===== src/bvm_div.sv =====
// Pipelined restoring divider, one quotient bit per stage, unsigned operands.
// Dividend must be below den * 2^QUO_W. No package dependency.
module bvm_div #(
  parameter int unsigned NUM_W = 49,
  parameter int unsigned DEN_W = 32,
  parameter int unsigned QUO_W = 17
) (
  input  logic             clk_i,
  input  logic             en_i,
  input  logic [NUM_W-1:0] num_i,
  input  logic [DEN_W-1:0] den_i,
  output logic [QUO_W-1:0] quo_o
);

  logic [NUM_W-1:0] rem_q [QUO_W];
  logic [DEN_W-1:0] den_q [QUO_W];
  logic [QUO_W-1:0] quo_q [QUO_W];

  for (genvar s = 0; s < QUO_W; s++) begin : g_stage
    logic [NUM_W-1:0] rem_in, sub;
    logic [DEN_W-1:0] den_in;
    logic [QUO_W-1:0] quo_in;

    if (s == 0) begin : g_first
      assign rem_in = num_i;
      assign den_in = den_i;
      assign quo_in = '0;
    end else begin : g_next
      assign rem_in = rem_q[s-1];
      assign den_in = den_q[s-1];
      assign quo_in = quo_q[s-1];
    end

    assign sub = NUM_W'(den_in) << (QUO_W - 1 - s);

    always_ff @(posedge clk_i) begin
      if (en_i) begin
        den_q[s] <= den_in;
        if (rem_in >= sub) begin
          rem_q[s] <= rem_in - sub;
          quo_q[s] <= quo_in | (QUO_W'(1) << (QUO_W - 1 - s));
        end else begin
          rem_q[s] <= rem_in;
          quo_q[s] <= quo_in;
        end
      end
    end
  end

  assign quo_o = quo_q[QUO_W-1];

endmodule


===== config.mk =====
export PLATFORM = sky130hd
export DESIGN_NAME = bvm_div
export DESIGN_NICKNAME = d
export VERILOG_FILES = /design/src/bvm_div.sv
export SDC_FILE = /design/constraint.sdc
export NUM_CORES = 2
export LEC_CHECK = 0
export ABC_AREA = 1
export BUFFER_PORTS_ARGS = -buffer_cell sky130_fd_sc_hd__buf_2
export CORE_MARGIN = 2
export CORE_UTILIZATION = 25
export CTS_BUF_LIST = sky130_fd_sc_hd__clkbuf_4
export CTS_CLUSTER_SIZE = 8
export DETAILED_ROUTE_END_ITERATION = 16
export GPL_TIMING_DRIVEN = 0
export PLACE_DENSITY_LB_ADDON = 0.15
export REMOVE_ABC_BUFFERS = 1
export SYNTH_ARGS = -nofsm -noshare
export SYNTH_HDL_FRONTEND = slang
export SYNTH_SLANG_ARGS = --single-unit

===== constraint.sdc =====
create_clock -name clk_i -period 4.6 [get_ports clk_i]
set_clock_uncertainty 0.05 [all_clocks]
set_input_delay 0.23 -clock clk_i [delete_from_list [all_inputs] [get_ports clk_i]]
set_output_delay 0.23 -clock clk_i [all_outputs]
set_load 0.01 [all_outputs]

==> results.txt <==
* Unrepaired setup endpoints after global routing: no
* Arrival time reported for the critical path endpoint: 5.47 ns
* Fillers: 45200
* Max Slew Vio Count: 0
- Placeable core region: 0.406 sq mm
- Of all nets on the critical path, the largest fanout is 108.
- At the end of the flow the core is filled with cells to 0.288.
- First-iteration detailed-routing DRC count: 6810
* Hold path startpoint: den_i[18]
- STA classifies the critical path startpoint as an input port.
* Final hold viol count: 0
* Worst flop-to-flop path startpoint: rem_q[6][48]
- For this run the aggregate overflow at the end of global routing stands at 0.
* Family with the most delay on the worst path: buffers and inverters
* Buffers from clock root to sink, at most: 4
- Instance count along the most critical hold path: 7
* Length of the first detailed-routing pass in iterations: 8
* Busiest metal layer after global routing: met2
* Combined flip-flop and latch cell area: 0.0435 sq mm
- For this run, global-route usage on met2 was measured as 0.327.
- Of the cells placed in the final design, the portion with a size suffix greater than 1 is 0.0614.
- Via count: 89100
- Of the total power, the clock network draws 0.184.
- In this run the critical register-to-register path is captured at rem_q[7][9].
- Commonest non-fill, non-tap cells in the layout: 5335 x sky130_fd_sc_hd__nand2_1, 2744 x sky130_fd_sc_hd__inv_1, 1449 x sky130_fd_sc_hd__edfxtp_1
- The critical path contains buffers and inverters numbering 12 combined.
- Largest stage delay, worst path: 0.68 ns
- At the pin with the least slew margin, the transition time is 1.31 ns.
- The internal portion of the total power is 34700 uW.
- After detailed routing, the average wire length per cell comes to 19.3 um.
* Switch share: 0.470
- Max_cap viols: 0
- In this run the power density over the cells is 560 mW/mm^2.
* Detailed-route vias per instance: 4.35
- In this run the cell area of the synthesized design comes to 0.102 sq mm.
- At the end of routability-driven placement, the weighted congestion stood at 0.900.
* Count of clock tree sinks: 1449
- In this run the register-to-register setup slack is 0.32 ns.
- For this design, the slowest cell found on the critical path is sky130_fd_sc_hd__clkinv_2.
* Total Wirelength: 394 mm
* Leak pwr: 0.0574 uW
- Layout overhead on the synthesized area: 14.7%
- The floorplan step defined a die boundary enclosing 0.412 sq mm.
- The via count of the first global-routing pass came to 86800.
- Among all flip-flop cells after synthesis, the most frequent one is sky130_fd_sc_hd__edfxtp_1.
- Area taken by multi-input logic gates: 0.0470 sq mm
- Ordered list of cells on the worst path: dlygate4sd3_1 -> buf_12 -> buf_16 -> buf_16 -> buf_16 -> buf_16 -> buf_16 -> buf_16 -> buf_16 -> buf_16 -> inv_6 -> nor2_1 -> nand2_1 -> a31oi_1 -> nand2_4 -> clkinv_2 -> a21oi_1
- In this run, synthesis inferred 1449 flip-flops with an integrated enable.
- The first global-routing pass estimated 573 mm of wire.
* Maximum number of pins on one net before global-route repair: 158
- I/O pin count: 100
* Clock Latency Late Sink: 1.46 ns
- Worst IR Drop VDD: 0.000199 V
- Summed over all nets, the half-perimeter wirelength after detailed placement is 320 mm.
- The cell that appears most often on the critical path is sky130_fd_sc_hd__buf_16.
- Relative contribution of sequential cells to total power: 0.330
- Met3 track demand over resource in global routing: 0.0176
- Overall power: 65400 uW
* Syn Area/Cell: 7.24 sq um
* Final worst-path cycle share: 0.953
- Switching component of the power: 30800 uW
- Remaining antenna violation count: 0
* Highest achievable clock rate: 0.228 GHz
- Final count of negative-setup-slack endpoints: 0
* Post-Synthesis Cells: 14100
- The count of buffers added on input and output ports is 99.
* Starting Density: 0.251
- After detailed routing, the number of remaining DRC violations is 0.
- Number of distinct library cell variants in the gate-level netlist after synthesis: 49
- The flow ran to the end, and the final reports show no timing, DRC or antenna violations.
* Die outline width: 642 um
- Clock tree from TritonCTS: built
- The H-tree was split into 5 levels.
- The number of antenna violations at the first check in global routing was 17.
- In this run the worst hold path is classified as input port to flip-flop.
* Row cnt: 234
- Nets@finish: 15400
* Type of destination of the critical path: flip-flop
- In the global route stage, overall resource usage came out at 0.186.
- Count of warnings emitted by yosys: 0
- The cell sitting at the root of the clock tree is a sky130_fd_sc_hd__clkbuf_4.
- At the worst endpoint, the required time is 5.69 ns.
- The worst register-to-register path has a depth of 6.
* Slew Limit Headroom: 0.123
- In this run the vertical extent of the chip is 642 um.
- Classification of the worst setup path: input port to flip-flop
- Of the synthesized area, sequential elements account for 0.427.
- For this run, global-route usage on met1 was measured as 0.241.
- Hold path endpoint: rem_q[0][34]
- Share of synthesized flip-flops with an asynchronous set or reset: 0
- Leaving out fill and tap cells, the most frequent cell in the layout is sky130_fd_sc_hd__nand2_1.
- Clock transition at path regs: 0.06 ns
* Number of flip-flops and latches in the synthesized netlist: 1449
- Counting the buffers created by CTS gives 413.
- Of the total power, combinational logic draws 0.486.
- Crit path time final: 4.38 ns
* Launch point of the critical path: en_i
## flip-flops by register name, summed over array words and instances, names as in the netlist
signal and flops:
rem_q 784, quo_q 153, den_q 512
## cell usage after synthesis, types with 53 or more instances
master / count / share of area
sky130_fd_sc_hd__o21ai_0: 216 / 0.011
sky130_fd_sc_hd__nand3b_1: 105 / 0.0077
sky130_fd_sc_hd__nand2_1: 5336 / 0.20
sky130_fd_sc_hd__nor2_1: 1277 / 0.047
sky130_fd_sc_hd__nand3_1: 842 / 0.041
sky130_fd_sc_hd__inv_1: 2744 / 0.10
sky130_fd_sc_hd__xnor2_1: 53 / 0.0046
sky130_fd_sc_hd__nand4_1: 124 / 0.0076
sky130_fd_sc_hd__a21oi_1: 468 / 0.023
sky130_fd_sc_hd__ha_1: 544 / 0.067
sky130_fd_sc_hd__nor3_1: 159 / 0.0078
sky130_fd_sc_hd__xor2_1: 264 / 0.023
sky130_fd_sc_hd__edfxtp_1: 1449 / 0.43
## stage by stage
step | TNS, ns | hold slack [ns] | instance area (sq um) | instances | setup slack [ns]
5_1_grt | 0 | 0.105 | 117000 | 20500 | 0.171
3_5_place_dp | -848.34 | 0.355 | 108000 | 19500 | -2.81
6_report | 0 | 0.210 | 117000 | 20500 | 0.217
4_1_cts | 0 | 0.00180 | 117000 | 20500 | 0.0570
2_1_floorplan | 0 | 0.279 | 101000 | 13900 | 1.87
3_3_place_gp | - | 0.350 | 108000 | 19500 | -39.40
## cells by family after synthesis
group                    count (synthesis)  synth area share
AO/OA/AOI/OAI                          781            0.0405
XOR/XNOR                               317            0.0273
adder cells (fa/ha/maj)                560            0.0700
buffers and inverters                 2898             0.112
flip-flops                            1449             0.427
AND/OR/NAND/NOR                       8059             0.323
## how the worst max path moves through the flow
stage / end / slack, ns / cells past startpoint
after floorplan: rem_q[1][42] / 1.87 / 11
after global placement: rem_q[8][36] / -39.40 / 9
after detailed placement: rem_q[8][36] / -2.81 / 14
after CTS: rem_q[5][48] / 0.06 / 15
after global routing: rem_q[7][35] / 0.17 / 8
final: rem_q[3][46] / 0.22 / 17
## power by group through the flow
stage / clock network, uW / registers, uW / logic (uW)
2_1_floorplan: 0 / 19900 / 21500
3_3_place_gp: 0 / 22700 / 31600
3_5_place_dp: 0 / 22000 / 31400
4_1_cts: 12700 / 21700 / 31800
5_1_grt: 13300 / 21800 / 35900
6_report: 12000 / 21600 / 31800
## timing repair
| action | in CTS | in global routing |
|---|---|---|
| hold buffers | 276 | 0 |
| pin swaps | 1 | 0 |
| cloned | 4 | 2 |
| endpoints found under the setup margin | 279 | 201 |
| hold endpoints to repair | 620 | 0 |
| resized for setup | 3 | 7 |
| setup buffers | 0 | 0 |
## final cells by class
class,instances,area share
diodes,13,0.000279
clock buffers,589,0.0379
clock inverters,124,0.00608
inverters,2765,0.0890
multi-input cells,9718,0.402
flip-flops and latches,1449,0.373
well taps,5428,0.0582
repair buffers,394,0.0336
## metal layers
| metal | vias to the layer above | share of wire |
|---|---|---|
| li1 | 45700 | - |
| met1 | 41000 | 0.45 |
| met2 | 1877 | 0.49 |
| met3 | 494 | 0.038 |
| met4 | 6 | 0.027 |
| met5 | - | 0.00010 |
## worst min-delay path, delay by kind of cell
| family | cells | cell delay, ns |
|---|---|---|
| buf+inv | 3 | 0.74 |
| fa+ha+maj | 1 | 0.20 |
| simple gates | 2 | 0.13 |
| xor+xnor | 1 | 0.09 |
Power figures use the tool's default switching activity.
