[src/bvm_pkg.sv]
// Shared types, widths and constants of the Braitenberg wheel speed mixer.
// Used by the sensor lanes, the merge stage and the top level. No dependencies.
package bvm_pkg;

  localparam int unsigned SENSOR_COUNT = 8;
  localparam int unsigned IR_W         = 12;
  localparam int unsigned BASE_W       = 16;
  localparam int unsigned MAX_W        = 15;
  localparam int unsigned WGT_W        = 8;
  localparam int unsigned PROD_W       = 20;  // weight * (4095 - ir)
  localparam int unsigned SUM_W        = 21;  // sum over all sensors
  localparam int unsigned XP_W         = 31;  // offset numerator, always >= 0
  localparam int unsigned QE_W         = 17;  // offset Q16 correction
  localparam int unsigned SPD_W        = 33;  // Q16 speed, signed

  // divider: quotient of (s*m + big*2^16) / big
  localparam int unsigned NUM_W        = 49;
  localparam int unsigned DVS_W        = 32;
  localparam int unsigned QUO_W        = 17;

  localparam logic [IR_W-1:0] IR_FULL = 12'd4095;

  // correction = floor(nl * 2^16 / (160*4095)) = floor(nl * 2048 / 20475)
  localparam int unsigned CORR_DEN   = 20475;
  localparam int unsigned CORR_SHIFT = 11;
  localparam int unsigned RECIP_SHIFT = 46;
  localparam logic [63:0] RECIP_FULL = (64'd1 << RECIP_SHIFT) / 64'(CORR_DEN);
  localparam logic [31:0] RECIP_M    = RECIP_FULL[31:0];
  // bias of 32768 * CORR_DEN keeps the numerator non-negative
  localparam logic [31:0] CORR_BIAS  = 32'(32768 * CORR_DEN);
  localparam logic [QE_W-1:0] CORR_OFS = 17'd32768;

  localparam logic [QUO_W:0] QUO_OFS = 18'd65536;

  typedef logic signed [WGT_W-1:0]  wgt_t;
  typedef logic signed [PROD_W-1:0] prod_t;
  typedef logic signed [SPD_W-1:0]  spd_t;

  localparam wgt_t LEFT_WGT [SENSOR_COUNT] =
    '{8'sd100, 8'sd30, 8'sd18, 8'sd8, 8'sd0, -8'sd8, -8'sd20, -8'sd30};
  localparam wgt_t RIGHT_WGT [SENSOR_COUNT] =
    '{-8'sd30, -8'sd20, -8'sd10, 8'sd0, 8'sd10, 8'sd20, 8'sd30, 8'sd100};

endpackage

[src/bvm_lane.sv]
// One sensor lane: registered left and right weight products of (4095 - ir).
// Depends on bvm_pkg.
module bvm_lane #(
  parameter int unsigned LANE = 0
) (
  input  logic                      clk_i,
  input  logic                      en_i,
  input  logic [bvm_pkg::IR_W-1:0]  ir_i,
  output bvm_pkg::prod_t            prod_l_o,
  output bvm_pkg::prod_t            prod_r_o
);

  logic [bvm_pkg::IR_W-1:0]   away;
  logic signed [bvm_pkg::PROD_W:0] full_l, full_r;

  always_comb begin
    away   = bvm_pkg::IR_FULL - ir_i;
    full_l = $signed({1'b0, away}) * bvm_pkg::LEFT_WGT[LANE];
    full_r = $signed({1'b0, away}) * bvm_pkg::RIGHT_WGT[LANE];
  end

  always_ff @(posedge clk_i) begin
    if (en_i) begin
      prod_l_o <= full_l[bvm_pkg::PROD_W-1:0];
      prod_r_o <= full_r[bvm_pkg::PROD_W-1:0];
    end
  end

endmodule

[config.mk]
export PLATFORM = sky130hd
export DESIGN_NAME = bvm_lane
export DESIGN_NICKNAME = d
export VERILOG_FILES = /design/src/bvm_pkg.sv /design/src/bvm_lane.sv
export SDC_FILE = /design/constraint.sdc
export NUM_CORES = 1
export LEC_CHECK = 0
export CAP_MARGIN = 20
export CORE_MARGIN = 5
export CORE_UTILIZATION = 50
export DETAILED_ROUTE_END_ITERATION = 16
export DONT_BUFFER_PORTS = 1
export SLEW_MARGIN = 20
export SYNTH_ARGS = -nofsm -noshare
export SYNTH_HDL_FRONTEND = slang
export SYNTH_SLANG_ARGS = --single-unit
[constraint.sdc]
create_clock -name clk_i -period 4.4 [get_ports clk_i]
set_input_delay 0.22 -clock clk_i [delete_from_list [all_inputs] [get_ports clk_i]]
set_output_delay 0.22 -clock clk_i [all_outputs]
set_load 0.005 [all_outputs]
==> qor.tcl <==
set qor(run_status) {completed}
set qor(cts-hold-fix-buffers) 0
set qor(cts.root.buffer_cell) {sky130_fd_sc_hd__clkbuf_8}
set qor(synth.largest_area_cell) {sky130_fd_sc_hd__edfxtp_1}
set qor(hold_class) {in -> reg}
set qor(critical_path_arrival_ns) 2.79
set qor(syn_inst) 244
set qor(critical_path.endpoint) {prod_l_o[17]}
set qor(grt_pass1_wl_um) 8690
set qor(finalSetupTns_ns) 0
set qor(max_cap_violations) 0
set qor(route.detailed.drc) 0
set qor(timing.hold.ws_ns) 0.0387
set qor(start_util) 0.506
set qor(critical_path_class) {in -> reg}
set qor(port-buffer-count) 0
set qor(final_design_area_no_fill_mm2) 0.00290
set qor(post_cts_buffers) 0
set qor(report.power.total_mw) 1.14
set qor(proportion_of_register_bits_with_asynchronous_set_or_reset_after_synthesis) 0
set qor(max-vdd-ir-drop_mv) 0.171
set qor(ys.warnings.count) 0
set qor(synthTopCellsByArea) {sky130_fd_sc_hd__edfxtp_1 (35%), sky130_fd_sc_hd__ha_1 (29%), sky130_fd_sc_hd__fa_1 (6.5%)}
set qor(setup_viol) 0
set qor(mappedNetlistArea_mm2) 0.00275
set qor(ff_latch_count_synth) 32
set qor(largest_net_degree_at_the_start_of_global_routing) 33
set qor(die-area_mm2) 0.00709
set qor(final_layout_size_suffix_gt1_frac) 0.0526
set qor(placeableCoreArea_mm2) 0.00544
set qor(ctsResizeCount) 0
set qor(post_synth_num_cell_types) 36
set qor(timing.critical_path.fanout_max) 4
set qor(cts_tree) {built}
set qor(number_of_synthesized_flops_with_an_enable_pin) 32
set qor(timing.hold.worst.start) {en_i}
set qor(synth-seq-area-share) 0.349
set qor(hold_viol) 0
set qor(min_period_ns) 2.75
set qor(final_cell_mix) {sky130_fd_sc_hd__ha_1 (64), sky130_fd_sc_hd__inv_1 (40), sky130_fd_sc_hd__edfxtp_1 (32)}
set qor(cts_num_sinks) 32
set qor(die_height_um) 84.2
set qor(grt_use_total) 0.152
set qor(wl_per_cell_um) 15.0
set qor(dr.first_iter.drc_count) 23
set qor(number_of_global_route_vias_before_repair) 1838
set qor(yosys.area.top_type_share) 0.349
set qor(pin_count) 54
set qor(pwr_density_cell_mw_per_mm2) 392
set qor(total_leakage_power_nw) 1.40
set qor(primary_ff_master_synth) {sky130_fd_sc_hd__edfxtp_1}
set qor(syn2layout_area_growth_pct) 5.55
set qor(antennaDiodeCount) 0
set qor(maximum_clock_path_buffer_count) 2
set qor(final_min_period_over_clock_period) 0.624
set qor(grt_remaining_overflow) 0
set qor(timing_max_transition_violations_final) 0
set qor(drt-total-wl_um) 4800
set qor(grt_setup_unrepaired) {false}
set qor(clk_pin_slew_ns) 0.08
set qor(routed_vias_inst) 5.25
set qor(synthesis.area_per_instance_um2) 11.3
set qor(via_count) 1675
set qor(cts_buffers) 5
set qor(antenna_found_initial) 0
set qor(ant_nets) 0
set qor(h_tree_levels) 2
set qor(weighted_congestion_reported_at_the_end_of_routability_driven_placement) 0.781
set qor(endpoint_kind) {register}
set qor(chipWidth_um) 84.2
set qor(floorplan.rows) 27
set qor(setup.worst_path.start_class) {input port}
set qor(mostFrequentLayoutCell) {sky130_fd_sc_hd__ha_1}
set qor(dpl-instance-area_mm2) 0.00279
set qor(drt-pass1-iter-count) 6
set qor(max_freq_ghz) 0.364
set qor(dp_hpwl_um) 3890
set qor(final_net_count) 333
set qor(timing.critical_path.required_ns) 4.44
set qor(cp-startpoint) {ir_i[4]}
[critical path, cell delays in order]
cell and delay (ns):
sky130_fd_sc_hd__inv_1 0.12, sky130_fd_sc_hd__ha_1 0.26, sky130_fd_sc_hd__ha_1 0.27, sky130_fd_sc_hd__inv_1 0.05, sky130_fd_sc_hd__fa_1 0.54, sky130_fd_sc_hd__inv_1 0.05
sky130_fd_sc_hd__ha_1 0.36, sky130_fd_sc_hd__and2_4 0.18, sky130_fd_sc_hd__a32oi_2 0.26, sky130_fd_sc_hd__a21oi_2 0.11, sky130_fd_sc_hd__a31oi_1 0.27, sky130_fd_sc_hd__xnor2_1 0.10
[registers in the layout, indices dropped and copies added, names as in the netlist]
register  flops
prod_l_o     14
prod_r_o     18
[per-stage QoR]
stage / setup slack [ns] / util / std cells
6_report: 1.65 / 0.534 / 319
5_1_grt: 1.45 / 0.534 / 319
4_1_cts: 1.69 / 0.534 / 319
3_5_place_dp: 1.40 / 0.513 / 311
3_3_place_gp: 1.39 / 0.513 / 311
2_1_floorplan: 1.60 / - / 247
[cell usage after synthesis (2+ instances only)]
library cell / number
sky130_fd_sc_hd__nor2_1: 8
sky130_fd_sc_hd__fa_1: 9
sky130_fd_sc_hd__a21oi_2: 2
sky130_fd_sc_hd__buf_4: 8
sky130_fd_sc_hd__edfxtp_1: 32
sky130_fd_sc_hd__ha_1: 64
sky130_fd_sc_hd__a211oi_1: 2
sky130_fd_sc_hd__a21oi_1: 12
sky130_fd_sc_hd__o21ai_0: 6
sky130_fd_sc_hd__nand2_1: 8
sky130_fd_sc_hd__a21o_1: 5
sky130_fd_sc_hd__inv_1: 40
sky130_fd_sc_hd__xnor2_1: 12
sky130_fd_sc_hd__nor2b_1: 4
sky130_fd_sc_hd__o21a_1: 3
sky130_fd_sc_hd__o211ai_1: 4
sky130_fd_sc_hd__xor2_1: 6
[layout make-up]
| type | instances | area, µm² |
|---|---|---|
| clock buffer | 5 | 68.8 |
| clock inverter | 3 | 42.5 |
| fill | 458 | 2530 |
| inverter | 40 | 150 |
| multi-input combinational | 167 | 1590 |
| sequential | 32 | 961 |
| tap | 72 | 90.1 |
[kinds of logic after synthesis]
kind of cell | share of synthesized area
other | 0.00136
buffers and inverters | 0.0764
and+or+nand+nor | 0.0491
AOI/OAI and AO/OA | 0.110
DFF | 0.349
adders and majority gates | 0.357
xor gates and xnor gates | 0.0573
[per-layer routing]
metal | wire length [µm] | share of wire | up-vias | global-route usage
met1 | 2220 | 0.46 | 771 | 0.188
met3 | 353 | 0.074 | 9 | 0.0638
met2 | 2150 | 0.45 | 42 | 0.246
met5 | 0 | 0 | - | 0
li1 | - | - | 853 | -
met4 | 68 | 0.014 | 0 | 0.0380
[report_power, final]
part / internal, mW / switching [mW]
clock: 0.168 / 0.122
combinational: 0.175 / 0.210
sequential: 0.430 / 0.0331
[worst min-delay path by stage]
stage / end / slack (ns) / cells after the start
3_3_place_gp: prod_l_o[17] / 0.34 / 0
3_5_place_dp: prod_l_o[17] / 0.34 / 0
6_report: prod_l_o[17] / 0.04 / 0
4_1_cts: prod_r_o[13] / 0.03 / 0
2_1_floorplan: prod_l_o[10] / 0.33 / 0
5_1_grt: prod_r_o[13] / 0.01 / 0
Power figures use the tool's default switching activity.
