$ cat config.mk
export PLATFORM = sky130hd
export DESIGN_NAME = bvm_merge
export DESIGN_NICKNAME = d
export VERILOG_FILES = /design/src/bvm_pkg.sv /design/src/bvm_merge.sv
export SDC_FILE = /design/constraint.sdc
export NUM_CORES = 2
export LEC_CHECK = 0
export ABC_AREA = 1
export BUFFER_PORTS_ARGS = -buffer_cell sky130_fd_sc_hd__clkbuf_2
export CAP_MARGIN = 0
export CORE_ASPECT_RATIO = 1.5
export CORE_MARGIN = 8
export CORE_UTILIZATION = 63
export CTS_BUF_LIST = sky130_fd_sc_hd__clkbuf_4 sky130_fd_sc_hd__clkbuf_8 sky130_fd_sc_hd__clkbuf_16
export CTS_CLUSTER_SIZE = 24
export DETAILED_ROUTE_END_ITERATION = 10
export PLACE_DENSITY = 0.84
export SLEW_MARGIN = 20
export SYNTH_ARGS = -nofsm -noshare
export SYNTH_HDL_FRONTEND = slang
export SYNTH_SLANG_ARGS = --single-unit
$ cat constraint.sdc
create_clock -name clk_i -period 9.4 [get_ports clk_i]
set_input_delay 0.47 -clock clk_i [delete_from_list [all_inputs] [get_ports clk_i]]
set_output_delay 0.47 -clock clk_i [all_outputs]
set_load 0.02 [all_outputs]
$ cat src/bvm_pkg.sv
// Shared types, widths and constants of the Braitenberg wheel speed mixer.
// Used by the sensor lanes, the merge stage and the top level. No dependencies.
package bvm_pkg;

  localparam int unsigned SENSOR_COUNT = 8;
  localparam int unsigned IR_W         = 12;
  localparam int unsigned BASE_W       = 16;
  localparam int unsigned MAX_W        = 15;
  localparam int unsigned WGT_W        = 8;
  localparam int unsigned PROD_W       = 20;  // weight * (4095 - ir)
  localparam int unsigned SUM_W        = 21;  // sum over all sensors
  localparam int unsigned XP_W         = 31;  // offset numerator, always >= 0
  localparam int unsigned QE_W         = 17;  // offset Q16 correction
  localparam int unsigned SPD_W        = 33;  // Q16 speed, signed

  // divider: quotient of (s*m + big*2^16) / big
  localparam int unsigned NUM_W        = 49;
  localparam int unsigned DVS_W        = 32;
  localparam int unsigned QUO_W        = 17;

  localparam logic [IR_W-1:0] IR_FULL = 12'd4095;

  // correction = floor(nl * 2^16 / (160*4095)) = floor(nl * 2048 / 20475)
  localparam int unsigned CORR_DEN   = 20475;
  localparam int unsigned CORR_SHIFT = 11;
  localparam int unsigned RECIP_SHIFT = 46;
  localparam logic [63:0] RECIP_FULL = (64'd1 << RECIP_SHIFT) / 64'(CORR_DEN);
  localparam logic [31:0] RECIP_M    = RECIP_FULL[31:0];
  // bias of 32768 * CORR_DEN keeps the numerator non-negative
  localparam logic [31:0] CORR_BIAS  = 32'(32768 * CORR_DEN);
  localparam logic [QE_W-1:0] CORR_OFS = 17'd32768;

  localparam logic [QUO_W:0] QUO_OFS = 18'd65536;

  typedef logic signed [WGT_W-1:0]  wgt_t;
  typedef logic signed [PROD_W-1:0] prod_t;
  typedef logic signed [SPD_W-1:0]  spd_t;

  localparam wgt_t LEFT_WGT [SENSOR_COUNT] =
    '{8'sd100, 8'sd30, 8'sd18, 8'sd8, 8'sd0, -8'sd8, -8'sd20, -8'sd30};
  localparam wgt_t RIGHT_WGT [SENSOR_COUNT] =
    '{-8'sd30, -8'sd20, -8'sd10, 8'sd0, 8'sd10, 8'sd20, 8'sd30, 8'sd100};

endpackage

$ cat src/bvm_merge.sv
// Merge stage for one wheel: sums the lane products, turns the sum into a
// floored Q16 correction by reciprocal multiply, adds the base speed. Uses bvm_pkg.
module bvm_merge (
  input  logic                              clk_i,
  input  logic                              en_i,
  input  bvm_pkg::prod_t                    prod_i [bvm_pkg::SENSOR_COUNT],
  input  logic signed [bvm_pkg::BASE_W-1:0] base_i,
  output bvm_pkg::spd_t                     spd_o
);

  logic signed [bvm_pkg::SUM_W-1:0]  sum_d, sum_q;
  logic signed [bvm_pkg::BASE_W-1:0] bs2_q, bs3_q, bs4_q;
  logic [31:0]                       xp_full;
  logic [62:0]                       mp;
  logic [bvm_pkg::XP_W-1:0]          xp_q;
  logic [bvm_pkg::QE_W-1:0]          qe_q, q_d, q_q;
  logic [31:0]                       back, rem;
  bvm_pkg::spd_t                     spd_d;

  always_comb begin
    sum_d = '0;
    for (int i = 0; i < bvm_pkg::SENSOR_COUNT; i++) begin
      sum_d = sum_d + bvm_pkg::SUM_W'(prod_i[i]);
    end
  end

  // biased numerator and estimate, low by at most one
  always_comb begin
    xp_full = 32'({sum_q, 11'b0}) + bvm_pkg::CORR_BIAS;
    mp      = 63'(xp_full[bvm_pkg::XP_W-1:0]) * 63'(bvm_pkg::RECIP_M);
  end

  always_comb begin
    back = 32'(qe_q) * 32'(bvm_pkg::CORR_DEN);
    rem  = 32'(xp_q) - back;
    q_d  = (rem >= 32'(bvm_pkg::CORR_DEN)) ? qe_q + 17'd1 : qe_q;
    spd_d = $signed({bs4_q[bvm_pkg::BASE_W-1], bs4_q, 16'b0})
          + $signed({16'b0, q_q})
          - $signed({16'b0, bvm_pkg::CORR_OFS});
  end

  always_ff @(posedge clk_i) begin
    if (en_i) begin
      sum_q <= sum_d;
      bs2_q <= base_i;
      xp_q  <= xp_full[bvm_pkg::XP_W-1:0];
      qe_q  <= mp[62:bvm_pkg::RECIP_SHIFT];
      bs3_q <= bs2_q;
      q_q   <= q_d;
      bs4_q <= bs3_q;
      spd_o <= spd_d;
    end
  end

endmodule

==> tab_implementation.tex <==
\begin{tabular}{lr}
\hline
Metric & Value \\
\hline
\multicolumn{2}{l}{\textbf{Worst setup path}} \\
\quad Nature of the critical path endpoint & register \\
\quad Worst setup SP type & register \\
\quad Peak fanout along the critical path & 7 \\
\quad Worst setup path class & register to register \\
\quad Data required time at the worst endpoint & around 9.6 ns \\
\quad Crit Reg-Reg Endpoint & qe\_q[9]\$\_DFFE\_PP\_ \\
\quad Startpoint of the worst-slack reg-to-reg timing path & sum\_q[4]\$\_DFFE\_PP\_ \\
\quad R2r setup slk & 0.83 ns \\
\quad Worst endpoint data arrival time & around 9 ns \\
\quad Register-to-Register Path Depth & 25 \\
\multicolumn{2}{l}{\textbf{Floorplan}} \\
\quad Core Area & about 46000 um\^{}2 \\
\quad Die extent in y & 279 um \\
\quad Horizontal die dimension & 192 um \\
\quad Floorplan die area & approximately 54000 um\^{}2 \\
\quad Initial Utilization & a little under two thirds \\
\quad Number of top-level pins & approximately 210 \\
\quad Placement Rows & 96 \\
\multicolumn{2}{l}{\textbf{STA}} \\
\quad Fin Setup TNS & 0 ns \\
\quad Setup repair after global routing missed its margin & false \\
\quad Endpoints failing setup & 0 \\
\quad Final Hold Violating Endpoints & 0 \\
\quad Post-route clock period utilization & 91.2\% \\
\quad Final Max Tran Viols & 0 \\
\quad Highest clock frequency the design can meet & 0.117 GHz \\
\quad Post-layout minimum cycle time & 8.57 ns \\
\quad Final worst clock skew & 0.0184 ns \\
\quad Slew at the pin with the worst max-slew slack & 1.03 ns \\
\quad Worst max-slew margin expressed relative to the limit & 31.5\% \\
\multicolumn{2}{l}{\textbf{Clock tree}} \\
\quad TritonCTS buffer count & 17 \\
\quad Number of buffers added to fix hold violations after cts & 0 \\
\quad Clk root buf & sky130\_fd\_sc\_hd\_\_clkbuf\_16 \\
\quad Clock tree from TritonCTS & built \\
\quad Clock input transition at the sequential cells of the worst setup and hold paths & 0.08 ns \\
\quad Number of buffers between clock root and the deepest sink & 2 \\
\quad Clock insertion delay at the later pin of the skew report & roughly 0.47 ns \\
\quad Count of instances resized after the clock tree is built & 0 \\
\quad Total clock sinks & 155 \\
\quad \# H-tree levels & 4 \\
\quad Buffers inserted by post-CTS timing repair & 0 \\
\multicolumn{2}{l}{\textbf{Global routing}} \\
\quad Pin count of the biggest net entering global routing & 112 \\
\quad Via count of the first global-routing pass & 24700 \\
\quad Total Routing Usage GR & 33.8\% \\
\quad Antenna violations before repair & 1 \\
\quad GR Overflow Total & 0 \\
\quad First-pass GRT wire length & 134000 um \\
\multicolumn{2}{l}{\textbf{Synthesis}} \\
\quad Total of flip-flops plus latches after synthesis & 155 \\
\quad Share of Yosys cell area claimed by the top area cell type & 32.3\% \\
\quad Biggest area consumer among synthesized cells & sky130\_fd\_sc\_hd\_\_fa\_1 \\
\quad Distinct cell type count of the synthesized netlist & 46 \\
\quad Number of flops mapped to enable cells by yosys & roughly 160 \\
\quad Most instantiated flip-flop cell in the synthesis netlist & sky130\_fd\_sc\_hd\_\_edfxtp\_1 \\
\quad Largest cells by area after synthesis & sky130\_fd\_sc\_hd\_\_fa\_1 32\%, sky130\_fd\_sc\_hd\_\_ha\_1 20\%, sky130\_fd\_sc\_hd\_\_edfxtp\_1 16\% \\
\quad Share of flip-flops with an asynchronous set or reset & 0\% \\
\quad Mean post-synth cell area & 9.08 um\^{}2 \\
\quad Sequential share of the synthesized area & 16.0\% \\
\quad Yosys warning total & 0 \\
\quad Synth Net Count & 4313 \\
\quad Summed instance area of the synthesized netlist & about 29000 um\^{}2 \\
\quad Gate count after technology mapping & 3210 \\
\multicolumn{2}{l}{\textbf{Drt}} \\
\quad ANT nets after route & 0 \\
\quad Routed WL & between 80000 and 90000 um \\
\quad Vias after detailed routing & between 20000 and 25000 \\
\quad Number of DRC violations after detailed-routing iteration 0 & around 1000 \\
\quad Top routing layer used & met5 \\
\quad Vias per cell & between 5 and 6 \\
\quad Met2 routed wirelength & 47300 um \\
\quad DR WL/cell & 21.9 um \\
\quad Met3 WL & around 3600 um \\
\quad WL met1 & 27300 um \\
\quad Total DRC errors in the routed layout & 2 \\
\quad Detailed Routing Iterations Pass 1 & 10 \\
\multicolumn{2}{l}{\textbf{Place}} \\
\quad GP Congestion & between 1 and 1.5 \\
\quad PortBufs & 210 \\
\quad Detailed placer's ending HPWL & 78700 um \\
\multicolumn{2}{l}{\textbf{Final layout}} \\
\quad Highest-count cells in the layout ignoring fill and taps & 1008 x sky130\_fd\_sc\_hd\_\_inv\_1, 470 x sky130\_fd\_sc\_hd\_\_fa\_1, 457 x sky130\_fd\_sc\_hd\_\_nand2\_1 \\
\quad Layout Area Growth over Synthesis & 8.42\% \\
\quad Layout cells sized above 1 & 8.30\% \\
\quad Final layout net count & 4548 \\
\quad Most common cell after layout, fill and taps aside & sky130\_fd\_sc\_hd\_\_inv\_1 \\
\quad Flip-flop and latch area & 4650 um\^{}2 \\
\quad Filler instances & 3537 \\
\quad Area used by multi-input combinational logic & 20600 um\^{}2 \\
\multicolumn{2}{l}{\textbf{Status}} \\
\quad Violations in the final reports & DRC \\
\quad Result of the run & complete, but fails checks \\
\multicolumn{2}{l}{\textbf{Hold path}} \\
\quad Hold Path Cell Cnt & 1 \\
\quad Hold Crit Class & input port to register \\
\quad Start point of the worst hold path & base\_i[3] \\
\quad Worst hold path endpoint & bs2\_q[3]\$\_DFFE\_PP\_ \\
\multicolumn{2}{l}{\textbf{Run}} \\
\quad Max-cap violations & 0 \\
\hline
\end{tabular}
==> worst max path at each step <==
stage	from	end	slack, ns	depth (start not counted)
finish	sum_q[4]$_DFFE_PP_	qe_q[9]$_DFFE_PP_	0.83	25
global route	sum_q[4]$_DFFE_PP_	qe_q[5]$_DFFE_PP_	0.54	34
CTS	sum_q[4]$_DFFE_PP_	qe_q[15]$_DFFE_PP_	1.01	29
detailed placement	sum_q[4]$_DFFE_PP_	qe_q[15]$_DFFE_PP_	1.04	29
global placement	sum_q[4]$_DFFE_PP_	qe_q[15]$_DFFE_PP_	1.18	29
floorplan	sum_q[4]$_DFFE_PP_	qe_q[11]$_DFFE_PP_	2.12	29
==> worst max-delay path: stages, from the launching register on <==
cell,delay (ns)
sky130_fd_sc_hd__edfxtp_1,0.55
sky130_fd_sc_hd__inv_1,0.24
sky130_fd_sc_hd__ha_1,0.29
sky130_fd_sc_hd__o21ai_2,0.20
sky130_fd_sc_hd__xor2_1,0.36
sky130_fd_sc_hd__inv_1,0.31
sky130_fd_sc_hd__ha_1,0.50
sky130_fd_sc_hd__ha_1,0.39
sky130_fd_sc_hd__inv_1,0.16
sky130_fd_sc_hd__o21ai_0,0.50
sky130_fd_sc_hd__fa_1,0.57
sky130_fd_sc_hd__fa_1,0.58
sky130_fd_sc_hd__inv_1,0.07
sky130_fd_sc_hd__fa_1,0.54
sky130_fd_sc_hd__inv_1,0.05
sky130_fd_sc_hd__ha_1,0.29
sky130_fd_sc_hd__ha_1,0.31
sky130_fd_sc_hd__ha_1,0.31
sky130_fd_sc_hd__ha_1,0.60
sky130_fd_sc_hd__nand2_1,0.18
sky130_fd_sc_hd__nor2_1,0.47
sky130_fd_sc_hd__inv_1,0.12
sky130_fd_sc_hd__nor3_1,0.31
sky130_fd_sc_hd__o2111ai_1,0.18
sky130_fd_sc_hd__nand3_1,0.13
sky130_fd_sc_hd__xor2_1,0.06
==> per-stage QoR <==
step	cell area, um^2	cells	worst slack [ns]	hold slack, ns	utilization [%]
finish	31600	4047	0.828	0.173	69.1
CTS	31600	4046	1.01	0.163	69.1
detailed placement	31000	4014	1.04	0.405	67.7
global route	31600	4046	0.543	0.172	69.1
global placement	31000	4014	1.18	0.401	67.7
floorplan	29200	3210	2.12	0.400	-
==> registers in the layout, indices dropped and copies added (netlist names) <==
register  count
bs2_q        16
bs3_q        16
bs4_q        16
q_q          17
qe_q         17
spd_o        33
sum_q        20
xp_q         20
==> kinds of logic after synthesis <==
logic type | synth area share, %
compound gates | 4.45
fa+ha+maj | 51.8
flops | 16.0
simple gates | 11.0
buf+inv | 13.3
xor+xnor | 3.51
==> Yosys cell counts, drive strengths merged, types with 2 or more instances <==
cell type  number
and2            4
nor4            6
xor2           77
a31oi          14
edfxtp        155
a21boi          3
and3            4
a21o           10
buf             4
o21a            6
nor3           19
nand2         459
or2             5
a211oi          2
o211ai          3
fa            470
o21ai          62
o31ai           2
nand4          36
o21bai         16
inv          1023
ha            455
nand3          73
nor2          143
a221oi          3
nand3b          9
a21oi         102
xnor2          40
==> metal layers <==
layer / track usage (%) / vias to the layer above
met1: 30.3 / 10600
met2: 62.1 / 800
li1: - / 10200
met3: 5.33 / 419
met4: 33.1 / 2
met5: 0 / -
==> layout make-up <==
type                            instances  area share, %
Clock buffer                           17           1.35
Antenna cell                            1        0.00792
Inverter                             1024           12.2
Clock inverter                         15          0.602
Timing Repair Buffer                  220           3.58
Sequential cell                       155           14.7
Multi-Input combinational cell       2027           65.3
Tap cell                              588           2.33
Power is not shown: default switching activity piles up to over one toggle a cycle in this logic, so the estimate is an artifact.
